==> src/hw/rtl/tgl_pkg.sv <==
// ----------------------------------------------------------------------------
// tgl_pkg: shared types and constants for the text glyph layout block
// Holds the controller states, command and status bundles and the fixed
// widths of the Q12.8 world lengths.
// ----------------------------------------------------------------------------
package tgl_pkg;

    localparam int MaxQuadsDefault = 64;

    localparam logic signed [19:0] QMax = 20'sh7FFFF;
    localparam logic signed [19:0] QMin = -20'sh80000;
    localparam logic [7:0] CodeCr    = 8'd13;
    localparam logic [7:0] CodeLf    = 8'd10;
    localparam logic [7:0] CodeSpace = 8'd32;
    localparam logic [7:0] PointTwo  = 8'd51;

    localparam logic [1:0] RegCharHeight    = 2'd0;
    localparam logic [1:0] RegLetterSpacing = 2'd1;
    localparam logic [1:0] RegLineSpacing   = 2'd2;

    typedef enum logic [2:0] {
        ST_IDLE,
        ST_DIV,
        ST_PLACE,
        ST_EMIT_RD,
        ST_EMIT_WAIT,
        ST_EMIT_OUT
    } tgl_state_t;

    // controller to datapath
    typedef struct packed {
        logic load;       // capture the input item
        logic div_start;  // start both divisions
        logic place;      // update pen, extents, store quad
        logic line_feed;  // new line
        logic emit_read;  // read store at emit index
        logic out_load;   // register the output quad
        logic emit_next;  // advance emit index
        logic clear;      // start layout over
    } tgl_cmd_t;

    // datapath to controller
    typedef struct packed {
        logic div_done;
        logic is_cr;
        logic is_lf;
        logic is_glyph;
        logic is_last;
        logic have_quads;
        logic store_hit;  // placing now stores a quad
        logic emit_final;
    } tgl_status_t;

    function automatic logic signed [19:0] sat20(input logic signed [23:0] v);
        if (v > 24'(QMax))
            return QMax;
        else if (v < 24'(QMin))
            return QMin;
        else
            return v[19:0];
    endfunction

endpackage

==> src/hw/rtl/tgl_ctrl.sv <==
// ----------------------------------------------------------------------------
// tgl_ctrl: sequencer for the text glyph layout block
// Steps each item through decode, division, placement and the emit sweep.
// ----------------------------------------------------------------------------
module tgl_ctrl
    import tgl_pkg::*;
(
    input  logic        clk,
    input  logic        rst_n,
    input  logic        s_tvalid,
    output logic        s_tready,
    output logic        m_tvalid,
    input  logic        m_tready,
    input  tgl_status_t status,
    output tgl_cmd_t    cmd
);

    tgl_state_t state_reg, state_next;
    logic       dec_reg, dec_next;
    logic       ov_reg, ov_next;

    always_ff @(posedge clk or negedge rst_n)
    begin
        if (!rst_n)
        begin
            state_reg <= ST_IDLE;
            dec_reg   <= 1'b0;
            ov_reg    <= 1'b0;
        end
        else
        begin
            state_reg <= state_next;
            dec_reg   <= dec_next;
            ov_reg    <= ov_next;
        end
    end

    // dec_reg: item captured last cycle, decide in IDLE
    always_comb
    begin
        state_next = state_reg;
        dec_next   = 1'b0;
        ov_next    = ov_reg;
        if (m_tvalid && m_tready)
            ov_next = 1'b0;
        unique case (state_reg)
            ST_IDLE:
            begin
                if (dec_reg)
                begin
                    if (!status.is_cr && !status.is_lf && status.is_glyph)
                        state_next = ST_DIV;
                    else if (status.is_last && status.have_quads)
                        state_next = ST_EMIT_RD;
                end
                else if (s_tvalid && !ov_reg)
                    dec_next = 1'b1;
            end
            ST_DIV:
                if (status.div_done)
                    state_next = ST_PLACE;
            ST_PLACE:
                if (status.is_last && (status.have_quads || status.store_hit))
                    state_next = ST_EMIT_RD;
                else
                    state_next = ST_IDLE;
            ST_EMIT_RD:
                state_next = ST_EMIT_WAIT;
            ST_EMIT_WAIT:
            begin
                if (!ov_reg || m_tready)
                begin
                    state_next = ST_EMIT_OUT;
                    ov_next    = 1'b1;
                end
            end
            ST_EMIT_OUT:
                state_next = status.emit_final ? ST_IDLE : ST_EMIT_RD;
            default:
                state_next = ST_IDLE;
        endcase
    end

    always_comb
    begin
        cmd      = '0;
        s_tready = 1'b0;
        unique case (state_reg)
            ST_IDLE:
            begin
                s_tready = !dec_reg && !ov_reg;
                cmd.load = s_tvalid && !dec_reg && !ov_reg;
                if (dec_reg)
                begin
                    cmd.line_feed = status.is_lf;
                    cmd.div_start = !status.is_cr && !status.is_lf && status.is_glyph;
                    cmd.clear     = status.is_last && !cmd.div_start && !status.have_quads;
                end
            end
            ST_DIV: ;
            ST_PLACE:
            begin
                cmd.place = 1'b1;
                // last glyph of a text that holds no quad: start over now
                cmd.clear = status.is_last && !status.have_quads && !status.store_hit;
            end
            ST_EMIT_RD:
                cmd.emit_read = 1'b1;
            ST_EMIT_WAIT:
                cmd.out_load = !ov_reg || m_tready;
            ST_EMIT_OUT:
            begin
                cmd.emit_next = 1'b1;
                cmd.clear     = status.emit_final;
            end
            default: ;
        endcase
    end

    assign m_tvalid = ov_reg;

endmodule
==> config.mk <==
export PLATFORM = sky130hd
export DESIGN_NAME = tgl_ctrl
export DESIGN_NICKNAME = d
export VERILOG_FILES = /design/src/hw/rtl/tgl_pkg.sv /design/src/hw/rtl/tgl_ctrl.sv
export SDC_FILE = /design/constraint.sdc
export NUM_CORES = 1
export LEC_CHECK = 0
export ABC_AREA = 1
export BUFFER_PORTS_ARGS = -buffer_cell sky130_fd_sc_hd__buf_2
export CAP_MARGIN = 20
export CELL_PAD_IN_SITES_DETAIL_PLACEMENT = 1
export CELL_PAD_IN_SITES_GLOBAL_PLACEMENT = 1
export CORE_MARGIN = 1.5
export CORE_UTILIZATION = 29
export DETAILED_ROUTE_END_ITERATION = 8
export GPL_TIMING_DRIVEN = 0
export PLACE_DENSITY = 0.89
export SYNTH_ARGS = -nofsm -noshare
export SYNTH_HDL_FRONTEND = slang
export SYNTH_SLANG_ARGS = --single-unit
==> constraint.sdc <==
create_clock -name clk -period 1.8 [get_ports clk]
set_clock_uncertainty 0.05 [all_clocks]
set_input_delay 0.36 -clock clk [delete_from_list [all_inputs] [get_ports clk]]
set_output_delay 0.36 -clock clk [all_outputs]
set_load 0.05 [all_outputs]
==> impl_metrics.env <==
export IMPL_worstHoldPathCells=2
export IMPL_crit_type="reg -> out"
export IMPL_dr_max_layer_used="met4"
export IMPL_netlist_area_um2=420.4
export IMPL_ys_ff_latch=5
export IMPL_ys_flop_type="dfrtp_1"
export IMPL_setup_worst_path_start_class="register"
export IMPL_die_area_mm2=0.001687
export IMPL_yosys_top_cells_area="dfrtp_1, nand2_1, nor2_1"
export IMPL_critPathTopFamily="simple AND/OR/NAND/NOR gates"
export IMPL_die_h_um=41.08
export IMPL_setup_viol=3
export IMPL_cp_data_required_time_ns=1.39
export IMPL_violations="negative setup slack"
export IMPL_seq_area_um2=127.6
export IMPL_ys_types=17
export IMPL_period_share=1.062
export IMPL_netlist_instances=68
export IMPL_post_route_min_period_ns=1.911
export IMPL_gp_congestion=0.7814
export IMPL_row_count=13
export IMPL_synth_edf_count=0
export IMPL_setup_slack_ns=-0.1114
export IMPL_drc=0
export IMPL_grt_pass1_wl_um=2166
export IMPL_multi_input_area_um2=281.5
export IMPL_via_count=555
export IMPL_yosysTopAreaCell="dfrtp_1"
export IMPL_route_met2_wl_um=1001
export IMPL_grt_setup_unrepaired="yes"
export IMPL_drt_met1_wl_um=739
export IMPL_yosysMostFrequentCell="nand2_1"
export IMPL_num_fill_cells=171
export IMPL_worstPathCellList="inv_4 > nand2_1 > nor2_4 > nand2_1 > o21ai_2 > nand2_1 > nand2_2 > buf_8"
export IMPL_r2r_setup_slack_ns=0.41
export IMPL_end_kind="primary output"
export IMPL_io_buffers=21
export IMPL_hold_path_class="in -> reg"
export IMPL_critPathMostFrequentCell="nand2_1"
export IMPL_firstDrtPassIters=2
export IMPL_crit_buf_inv=2
export IMPL_globalRouteOverflowTotal=0
export IMPL_grt_pass1_vias=550
export IMPL_worstHoldEndpoint="dec_reg"
export IMPL_clkSinkCount=5
export IMPL_cts_tree="yes"
export IMPL_slew_viol_final=0
export IMPL_initial_core_util=0.3152
export IMPL_dp_cells=104
export IMPL_cts_buffer_depth=2
export IMPL_hp_start="s_tvalid"
export IMPL_antenna_found_initial=0
export IMPL_status="finished with violations"
export IMPL_diodes=0
export IMPL_first_iter_violations=3
export IMPL_grt_total_usage=0.2108
export IMPL_r2r_end="state_reg[0]"
export IMPL_drive_above_1_share=0.4900
export IMPL_path_max_fanout=4
export IMPL_syn_avg_cell_area_um2=6.182
export IMPL_num_nets_final=113
export IMPL_p_leak_nw=0.4081
export IMPL_area_growth_pct=71.13
export IMPL_preCtsSetupSlack_ns=0.03455
export IMPL_largest_register_ffs=3
export IMPL_yosys_area_top_type_share=0.2976
export IMPL_max_vdd_ir_drop_v=0.0009560
export IMPL_via_per_inst=4.826
export IMPL_clk_latency_ns=0.26
export IMPL_r2r_start="state_reg[1]"
export IMPL_fin_cells=115
export IMPL_ant_nets=0
export IMPL_fin_util=0.5394
export IMPL_slowest_delay_ns=0.44
export IMPL_dr_wl_met3_um=44
export IMPL_seq_area_frac_synth=0.2976
export IMPL_hold_viol_final=0
export IMPL_core_region_area_mm2=0.001334
export IMPL_pin_count=22
export IMPL_yosysWarnings=0
export IMPL_ys_async_sr_fraction=1.000
export IMPL_routed_wl_um=1874
export IMPL_maxCapViolCount=0
export IMPL_worst_pin_slew_ns=0.2868
export IMPL_clock_fmax_mhz=523.2
export IMPL_root_buffer="clkbuf_4"
export IMPL_power_density_mw_per_mm2=2103
export IMPL_r2r_cells=8
export IMPL_crit_path_top_delay_cell="dfrtp_2"
export IMPL_die_x_um=41.08
export IMPL_worst_ep_arrival_time_ns=1.50
export IMPL_htreeDepth=1
export IMPL_clkSlewWorstSetupHoldPaths_ns=0.05
export IMPL_wl_per_cell_um=16.30
export IMPL_grt_max_degree=8
export IMPL_slew_limit_headroom=0.8084
export IMPL_hpwl_um=1009
export IMPL_syn_num_nets=80
export IMPL_numCtsBuffers=3
export IMPL_synth_top_cells_by_count="nand2_1, nor2_1, inv_1, dfrtp_1, nand3_1"
layer usage:
| layer | vias to the layer above | track usage |
|---|---|---|
| met5 | - | 0 |
| met4 | 0 | 0.2250 |
| met3 | 7 | 0.02717 |
| met2 | 18 | 0.3945 |
| met1 | 260 | 0.1786 |
| li1 | 270 | - |
how the worst max path moves through the flow:
stage               cells past startpoint     end  slack [ns]          from
finish                                  8  cmd[0]       -0.11  state_reg[2]
global route                            8  cmd[0]       -0.20  state_reg[2]
CTS                                     9  cmd[0]       -0.13  state_reg[0]
detailed placement                      9  cmd[0]        0.03  state_reg[0]
global placement                        9  cmd[0]        0.09  state_reg[0]
floorplan                               6  cmd[7]       -0.04  state_reg[0]
cell type report:
type,instances,share of cell area
well taps,15,0.02609
flip-flops and latches,5,0.1774
repair buffers,29,0.2939
clock buffers,4,0.03652
multi-input cells,49,0.3913
inverters,13,0.07478
cell families after synthesis:
family,synth area share
compound gates,0.02379
buf+inv,0.1488
flops,0.2976
simple gates,0.5298
where the power goes:
part	switching, mW	internal, mW	total, mW
Sequential	0.0635	0.164	0.228
Clock	0.0591	0.0846	0.144
Combinational	0.735	0.406	1.14
Total	0.858	0.655	1.51
per-stage QoR:
step | instance area [um2] | hold slack, ns | setup TNS [ns] | power, mW
final | 719.4 | 0.3502 | -0.1997 | 1.513
after CTS | 663.1 | 0.3142 | -0.2586 | 1.353
after detailed placement | 561.8 | 0.1335 | 0 | 1.049
after floorplan | 437.9 | 0.01441 | -0.06976 | 0.8657
after global placement | 561.8 | 0.1269 | 0 | 1.008
after global routing | 719.4 | 0.3501 | -0.5061 | 1.601
cells in the final DEF (no fill, tap or decap):
cell type      Yosys  layout
nand4_1            2       2
inv_1             11      11
buf_6              1       5
o21ai_0            1       1
nor2_4             1       3
nand2_4            2       4
nor3_2             0       1
nor3b_1            2       1
buf_8              0       1
dfrtp_2            0       2
dfrtp_1            5       3
buf_2              0      14
buf_4              0       7
dlygate4sd3_1      0       1
inv_4              1       2
nor2_2             1       2
nand2_2            1       2
o21ai_2            0       1
nand3_1            4       4
nor2_1            14      11
nand2_1           19      16
clkbuf_4           0       4
clkbuf_1           0       1
nor3b_2            0       1
timing repair:
| item | in CTS | in global routing |
|---|---|---|
| hold buffers | 1 | 0 |
| resized for setup | 14 | 12 |
| setup endpoints to repair | 4 | 7 |
| pin swaps | 4 | 7 |
| hold endpoints to repair | 5 | 0 |
| buffers inserted | 3 | 4 |
No activity file was read; power rests on OpenSTA's default activity.
